<file path="config.mk">
export PLATFORM = sky130hd
export DESIGN_NAME = first_fit_block_allocator
export DESIGN_NICKNAME = d
export VERILOG_FILES = /design/src/hw/rtl/ffba_pkg.sv /design/src/hw/rtl/first_fit_block_allocator.sv
export VERILOG_INCLUDE_DIRS = /design/src /design/src/hw/rtl
export SDC_FILE = /design/constraint.sdc
export NUM_CORES = 1
export LEC_CHECK = 0
export ABC_CLOCK_PERIOD_IN_PS = 5500
export BUFFER_PORTS_ARGS = -buffer_cell sky130_fd_sc_hd__buf_2
export CAP_MARGIN = 20
export CORE_UTILIZATION = 45
export CTS_CLUSTER_SIZE = 30
export DETAILED_ROUTE_END_ITERATION = 16
export MAX_ROUTING_LAYER = met4
export PLACE_DENSITY = 0.6
export REMOVE_ABC_BUFFERS = 1
export SKIP_CTS_REPAIR_TIMING = 1
export SLEW_MARGIN = 20
export SYNTH_ARGS = -nofsm -noshare
export SYNTH_HDL_FRONTEND = slang
export SYNTH_SLANG_ARGS = --single-unit
</file>
<file path="constraint.sdc">
create_clock -name clk -period 5.5 [get_ports clk]
set_input_delay 0.275 -clock clk [delete_from_list [all_inputs] [get_ports clk]]
set_output_delay 0.275 -clock clk [all_outputs]
set_load 0.03 [all_outputs]
</file>
<file path="src/hw/rtl/first_fit_block_allocator_defines.svh">
// Assertion macros for the first-fit block allocator.
// Included by RTL files that carry concurrent checks; depends on nothing else.
`ifndef FIRST_FIT_BLOCK_ALLOCATOR_DEFINES_SVH
`define FIRST_FIT_BLOCK_ALLOCATOR_DEFINES_SVH

`ifndef SYNTHESIS

// Same-cycle implication, disabled while reset is high.
`define FFBA_ASSERT_IMPL(name, clk, rst, ante, cons) \
  name: assert property (@(posedge clk) disable iff (rst) (ante) |-> (cons)) \
    else $error("ffba assertion failed");

// Next-cycle implication, disabled while reset is high.
`define FFBA_ASSERT_NEXT(name, clk, rst, ante, cons) \
  name: assert property (@(posedge clk) disable iff (rst) (ante) |=> (cons)) \
    else $error("ffba assertion failed");

`else

`define FFBA_ASSERT_IMPL(name, clk, rst, ante, cons)
`define FFBA_ASSERT_NEXT(name, clk, rst, ante, cons)

`endif

`endif

</file>
<file path="src/hw/rtl/ffba_pkg.sv">
// Shared constants, codes and helper functions for the first-fit block allocator.
// No dependencies.
package ffba_pkg;

  localparam int POOL_BYTES = 32;
  localparam int ADDR_W     = $clog2(POOL_BYTES);
  // Wide enough for a header offset plus a full length byte plus the header.
  localparam int CELL_W     = $clog2(POOL_BYTES + 258);
  localparam int BYTE_W     = 8;

  localparam int OP_W     = 1;
  localparam int SIZE_W   = 5;
  localparam int HANDLE_W = 5;
  localparam int STATUS_W = 2;
  localparam int OUTA_W   = 5;

  localparam logic [OP_W-1:0] OP_ALLOC = 1'b0;
  localparam logic [OP_W-1:0] OP_FREE  = 1'b1;

  localparam logic [STATUS_W-1:0] ST_ALLOCATED = 2'd0;
  localparam logic [STATUS_W-1:0] ST_NO_FIT    = 2'd1;
  localparam logic [STATUS_W-1:0] ST_FREED     = 2'd2;

  localparam logic [BYTE_W-1:0] HDR_USED = 8'd0;
  localparam logic [BYTE_W-1:0] HDR_FREE = 8'd1;

  // Contents of a pool byte that has not been written since reset.
  function automatic logic [BYTE_W-1:0] pool_reset_byte(input logic [ADDR_W-1:0] a);
    logic [BYTE_W-1:0] v;
    v = '0;
    if (a == ADDR_W'(0)) begin
      v = HDR_FREE;
    end else if (a == ADDR_W'(1)) begin
      v = BYTE_W'(POOL_BYTES - 3);
    end
    return v;
  endfunction

endpackage

</file>
<file path="src/hw/rtl/first_fit_block_allocator.sv">
// First-fit block allocator top level: sequencer, pool memory and result register.
// Depends on ffba_pkg and first_fit_block_allocator_defines.svh.
//
// Usage:
//   The request channel (req_valid/req_stall) carries operation, request_size
//   and handle. The response channel (rsp_valid/rsp_stall) carries status and
//   address, one response beat per request beat, in order.
//   A free request writes one flag byte if its handle is in range; its response
//   is then loaded from the done state. An allocate walks the headers from
//   offset 0, each with two reads of the pool read port and a decision. A fit
//   adds the header writes and the load of the response. The next request can
//   be accepted in the cycle after the response is loaded.
//   One request is in work at a time: req_stall is high from acceptance until
//   the result has been loaded into the response register.
//   A result waiting in the response register does not block the next
//   request; a finished item waits only if the register is still held by a
//   stalled beat. Reset clears the valid bits of the pool, which then reads as
//   one free block spanning the whole pool, and drops any pending response.
`include "first_fit_block_allocator_defines.svh"

module first_fit_block_allocator (
  input  logic                            clk,
  input  logic                            rst,
  input  logic                            req_valid,
  output logic                            req_stall,
  input  logic [ffba_pkg::OP_W-1:0]       operation,
  input  logic [ffba_pkg::SIZE_W-1:0]     request_size,
  input  logic [ffba_pkg::HANDLE_W-1:0]   handle,
  output logic                            rsp_valid,
  input  logic                            rsp_stall,
  output logic [ffba_pkg::STATUS_W-1:0]   status,
  output logic [ffba_pkg::OUTA_W-1:0]     address
);
  import ffba_pkg::*;

  localparam logic [2:0] S_IDLE    = 3'd0;
  localparam logic [2:0] S_RD_FLAG = 3'd1;
  localparam logic [2:0] S_RD_LEN  = 3'd2;
  localparam logic [2:0] S_CHECK   = 3'd3;
  localparam logic [2:0] S_W_LEN   = 3'd4;
  localparam logic [2:0] S_W_RFLAG = 3'd5;
  localparam logic [2:0] S_W_RLEN  = 3'd6;
  localparam logic [2:0] S_DONE    = 3'd7;

  logic [2:0]          state;
  logic [CELL_W-1:0]   hdr_pos;
  logic [SIZE_W-1:0]   size_q;
  logic                flag_free;
  logic                bound_ok;
  logic [BYTE_W-1:0]   rest;
  logic [STATUS_W-1:0] res_status;
  logic [OUTA_W-1:0]   res_addr;

  // Pool memory with one write and one registered read port.
  logic [BYTE_W-1:0]     mem [POOL_BYTES];
  logic [POOL_BYTES-1:0] written;
  logic                  rd_en;
  logic [ADDR_W-1:0]     rd_addr;
  logic [BYTE_W-1:0]     rdata;
  logic                  wr_en;
  logic [ADDR_W-1:0]     wr_addr;
  logic [BYTE_W-1:0]     wr_data;

  // Shared adder: offset arithmetic relative to the current header.
  logic [CELL_W-1:0] unit_b;
  logic [CELL_W-1:0] unit_sum;

  logic              req_fire;
  logic              rsp_load;
  logic [CELL_W-1:0] handle_ext;
  logic              free_ok;
  logic [BYTE_W-1:0] need;
  logic              fit;
  logic [ADDR_W-1:0] hdr_pos_lo;

  assign req_stall = (state != S_IDLE);
  assign req_fire  = req_valid && !req_stall;
  assign rsp_load  = (state == S_DONE) && (!rsp_valid || !rsp_stall);

  assign hdr_pos_lo = hdr_pos[ADDR_W-1:0];
  assign handle_ext = CELL_W'(handle);
  assign free_ok    = (handle_ext >= CELL_W'(2)) &&
                      ((handle_ext - CELL_W'(2)) < CELL_W'(POOL_BYTES));
  assign need       = BYTE_W'(size_q) + BYTE_W'(2);
  assign fit        = flag_free && bound_ok && (rdata > need);

  always_comb begin
    case (state)
      S_CHECK:   unit_b = CELL_W'(rdata) + CELL_W'(2);
      S_W_RFLAG: unit_b = CELL_W'(size_q);
      default:   unit_b = CELL_W'(size_q) + CELL_W'(1);
    endcase
  end
  assign unit_sum = hdr_pos + unit_b;

  always_comb begin
    rd_en   = 1'b0;
    rd_addr = hdr_pos_lo - ADDR_W'(2);
    wr_en   = 1'b0;
    wr_addr = hdr_pos_lo - ADDR_W'(2);
    wr_data = HDR_USED;
    unique case (state)
      S_IDLE: begin
        if (req_fire && operation == OP_FREE && free_ok) begin
          wr_en   = 1'b1;
          wr_addr = ADDR_W'(handle_ext - CELL_W'(2));
          wr_data = HDR_FREE;
        end
      end
      S_RD_FLAG: begin
        rd_en = (hdr_pos < CELL_W'(POOL_BYTES - 1));
      end
      S_RD_LEN: begin
        rd_en   = 1'b1;
        rd_addr = hdr_pos_lo - ADDR_W'(1);
      end
      S_CHECK: begin
        wr_en = fit;
      end
      S_W_LEN: begin
        wr_en   = 1'b1;
        wr_addr = hdr_pos_lo - ADDR_W'(1);
        wr_data = BYTE_W'(size_q);
      end
      S_W_RFLAG: begin
        wr_en   = 1'b1;
        wr_addr = unit_sum[ADDR_W-1:0];
        wr_data = HDR_FREE;
      end
      S_W_RLEN: begin
        wr_en   = 1'b1;
        wr_addr = unit_sum[ADDR_W-1:0];
        wr_data = rest;
      end
      S_DONE: begin
      end
      default: begin
      end
    endcase
  end

  always_ff @(posedge clk) begin
    if (wr_en) begin
      mem[wr_addr] <= wr_data;
    end
  end

  // Bytes never written since reset read as the reset image of the pool.
  always_ff @(posedge clk) begin
    if (rd_en) begin
      rdata <= written[rd_addr] ? mem[rd_addr] : pool_reset_byte(rd_addr);
    end
  end

  always_ff @(posedge clk) begin
    if (rst) begin
      written <= '0;
    end else if (wr_en) begin
      written[wr_addr] <= 1'b1;
    end
  end

  always_ff @(posedge clk) begin
    if (rst) begin
      state <= S_IDLE;
    end else begin
      unique case (state)
        S_IDLE: begin
          if (req_fire) begin
            state <= (operation == OP_FREE) ? S_DONE : S_RD_FLAG;
          end
        end
        S_RD_FLAG: begin
          state <= (hdr_pos < CELL_W'(POOL_BYTES - 1)) ? S_RD_LEN : S_DONE;
        end
        S_RD_LEN:  state <= S_CHECK;
        S_CHECK:   state <= fit ? S_W_LEN : S_RD_FLAG;
        S_W_LEN:   state <= S_W_RFLAG;
        S_W_RFLAG: state <= S_W_RLEN;
        S_W_RLEN:  state <= S_DONE;
        S_DONE: begin
          if (rsp_load) begin
            state <= S_IDLE;
          end
        end
        default:   state <= S_IDLE;
      endcase
    end
  end

  always_ff @(posedge clk) begin
    case (state)
      S_IDLE: begin
        hdr_pos    <= CELL_W'(2);
        size_q     <= request_size;
        res_status <= ST_FREED;
        res_addr   <= '0;
      end
      S_RD_FLAG: begin
        bound_ok   <= (unit_sum < CELL_W'(POOL_BYTES));
        res_status <= ST_NO_FIT;
        res_addr   <= '0;
      end
      S_RD_LEN: begin
        flag_free <= (rdata == HDR_FREE);
      end
      S_CHECK: begin
        rest <= rdata - need;
        if (!fit) begin
          hdr_pos <= unit_sum;
        end
      end
      S_W_RLEN: begin
        res_status <= ST_ALLOCATED;
        res_addr   <= hdr_pos[OUTA_W-1:0];
      end
      default: begin
      end
    endcase
  end

  always_ff @(posedge clk) begin
    if (rst) begin
      rsp_valid <= 1'b0;
    end else if (rsp_load) begin
      rsp_valid <= 1'b1;
    end else if (!rsp_stall) begin
      rsp_valid <= 1'b0;
    end
  end

  always_ff @(posedge clk) begin
    if (rsp_load) begin
      status  <= res_status;
      address <= res_addr;
    end
  end

  `FFBA_ASSERT_NEXT(a_free_one_step, clk, rst, req_fire && operation == OP_FREE, state == S_DONE)
  `FFBA_ASSERT_IMPL(a_addr_zero_unless_alloc, clk, rst, rsp_valid && status != ST_ALLOCATED, address == '0)
  `FFBA_ASSERT_IMPL(a_rsp_from_done, clk, rst, $rose(rsp_valid), $past(state) == S_DONE)
  `FFBA_ASSERT_IMPL(a_single_port_use, clk, rst, wr_en, !rd_en)

endmodule
</file>
==> run metrics <==
status=complete, no violations; reg-to-reg startpoint=state[0]; post-synthesis mux area share=0.134; Critical Path Start=state[0]; CTS Sinks=338; final setup fails=0; Buffers on Ports=23; min cycle time layout=4850 ps; core area=34,700 sq um; H-tree depth=2; met2 Resource Use GR=0.362; placed instance area=16,600 sq um; reg2reg setup slack=650 ps; crit path launch type=flip-flop; gr busiest metal=met2; Max Clock Skew=15.1 ps; grt met3 use=0.0295; I/O pin total=24; fillcell total=2,921; Die Height=190 um; antenna viol nets, final=0; CP Max Fanout=16; routed vias=10,200; post-synthesis compound-gate area fraction=0.101; Die Footprint=36,100 sq um; initial core utilization=0.459; pin count of the biggest net entering global routing=52; r2r endpoint=mem[25][1]; Die Span X=190 um; Tightest Pin Transition=1020 ps; worst-skew pair later-pin latency=530 ps; Power, Total=8.02 mW; CP Cell Sequence=nand2_1 -> or2_2 -> inv_1 -> buf_4 -> nor2_1 -> a221o_1 -> ha_1 -> a21o_1 -> a21oi_1 -> xnor2_1 -> a221o_1 -> a22o_1 -> or3_1 -> nor2_1; Async SR Flop Fraction=0; Clock transition at path regs=60 ps; family with the most delay on the worst path=simple AND/OR/NAND/NOR gates; Post-Synth XOR/XNOR Area=0.0165; CP endpoint kind=flip-flop; Synth cell types=75; nets=1,230; final-report hold violation count=0; clock buffer count from CTS=36; Routability Congestion=0.879; Synth Cell Area=15,900 sq um; Syn Inst Count=1,163; count leader, synth=edfxtp_1; Area contributors post-synth=edfxtp_1 57%, mux2i_1 6.9%, mux4_2 5.8%, dfxtp_1 4.5%, ha_1 1.8%; vias per cell=6.13; Synth warnings=0; Yosys top cell area share=0.570; TritonCTS clock tree=built; MaxCap Viol Count=0; Root Driver=clkbuf_16; layout cells sized above 1=0.146; initial antenna violation count=0; clock buffer depth=3; sequential area share after synthesis=0.615; first-pass GRT wire length=63,100 um; final non-filler cell total=1,671; Max Clk Rate=206 MHz; Final Cell Area=17,800 sq um; VDD IR max=225 uV; adder-cell share of the synthesized area=0.0206; CP max-delay cell=or3_1; CP endpoint=mem[25][1]; met1 layer usage reported by global route=0.354; Setup Crit Path Kind=reg2reg; P&R area growth vs syn=11.9%; vias in the first global route=9,894; EDFF count, synth=302; RSZ-0062 raised after global routing=false; placed instance count=1,602; # rows=68; remaining routing DRC violations=0; WP data arrival=5020 ps; Reg2Reg Depth=14; antenna cells=0; Pins Over Slew Limit=0; Setup TNS=0 ps; Hold WC Path Type=in2reg; Synth Flop Type=edfxtp_1; max_slew headroom=0.318; area leader, netlist=edfxtp_1; largest family of logic cells by synthesized area=multiplexers; Mapped Avg Cell Area=13.7 sq um; pwr/cell area=450 nW/um^2; Critical Path Max Stage Delay=590 ps; Synth Register Bits=338; Buf+Inv Stages, Crit Path=2; Synth Area in Simple Gates=0.0816; final wirelength=42,000 um; crit share post-route=0.883; 1st-iter DRT viols=1,147; Static Leak=6.26 nW; Stages on worst setup path=14; WL per Instance=25.1 um; DRT Pass-1 Iters=6; Final HPWL DP=26,800 um; total grt overflow=0; startpoint of the lowest-slack hold path=rsp_stall; most frequent cells after synthesis=302 x edfxtp_1, 109 x mux2i_1, 74 x nor2_1; Total GRT Usage=0.244; Critical Path RT=5670 ps
[cells in the final DEF, fill, tap and decap left out, drive strengths merged, types with 5 or more instances in the layout]
| cell | n |
|---|---|
| and2 | 8 |
| o21ai | 22 |
| a21oi | 33 |
| buf | 54 |
| nand3 | 32 |
| o311ai | 5 |
| o22ai | 36 |
| or4 | 5 |
| nand4 | 6 |
| a311oi | 7 |
| nor3b | 6 |
| xor2 | 15 |
| nor2b | 20 |
| a21o | 8 |
| dlygate4sd3 | 5 |
| mux2i | 110 |
| clkbuf | 42 |
| o21a | 8 |
| a22oi | 11 |
| mux2 | 9 |
| nor3 | 13 |
| nand2b | 10 |
| dfxtp | 36 |
| and3 | 10 |
| a2111oi | 11 |
| o31ai | 6 |
| o2111ai | 5 |
| inv | 52 |
| a211oi | 21 |
| nor2 | 74 |
| a221o | 5 |
| ha | 23 |
| edfxtp | 302 |
| mux4 | 41 |
| o211ai | 8 |
| xnor2 | 15 |
| or3 | 5 |
| clkinv | 20 |
| nand2 | 63 |
[worst register-to-register path, cell delays in order (launching register included)]
cell	delay, ps
dfxtp_1	330
nand2_1	80
or2_2	420
inv_1	220
buf_4	250
nor2_1	70
a221o_1	320
ha_1	270
a21o_1	180
a21oi_1	210
xnor2_1	120
a221o_1	320
a22o_1	520
or3_1	600
nor2_1	580
[cells by family after synthesis]
family,Yosys count
XOR/XNOR,30
multiplexers,160
buffers and inverters,123
adder cells (fa/ha/maj),25
flip-flops,338
AND/OR/NAND/NOR,266
AO/OA/AOI/OAI,221
[state kept, by name, indices dropped and copies added (netlist names), 2 cells and up]
register    cells
res_status      2
address         5
hdr_pos         9
res_addr        5
written        32
mem           256
rest            8
state           3
rdata           8
status          2
size_q          5
[through the flow]
stage / setup slack [ps] / util / hold slack [ps]
2_1_floorplan: -1750 / - / 344
3_3_place_gp: 806 / 0.479 / 400
3_5_place_dp: 687 / 0.479 / 414
4_1_cts: 689 / 0.512 / -97.1
5_1_grt: 422 / 0.513 / 19.6
6_report: 646 / 0.513 / 13.9
[metal layers]
layer,vias up,wire (um)
met5,-,0
met4,0,889
met3,60,2810
met2,432,19300
met1,5152,18900
li1,4605,-
[how the worst min path moves through the flow]
stage	endpoint	slack (ps)	depth (start not counted)
floorplan	rsp_valid	340	1
global placement	address[0]	400	0
detailed placement	address[0]	410	0
CTS	size_q[2]	-100	1
global route	rsp_valid	20	3
finish	rsp_valid	10	3
[where the power goes]
group | leakage (nW) | internal [mW] | switching (mW)
Combinational | 2.57 | 0.920 | 1.57
Sequential | 3.14 | 3.06 | 0.115
Clock | 0.560 | 1.35 | 0.991
[final cells by class]
class / count / area [sq um] / area share
clock buffer: 42 / 966 / 0.0542
clock inverter: 22 / 171 / 0.00962
inverter: 53 / 201 / 0.0113
multi-input combinational: 702 / 5700 / 0.320
sequential: 338 / 9790 / 0.550
tap: 455 / 569 / 0.0320
timing repair buffer: 59 / 410 / 0.0230
Note: power is estimated with default switching activity, not from simulation.
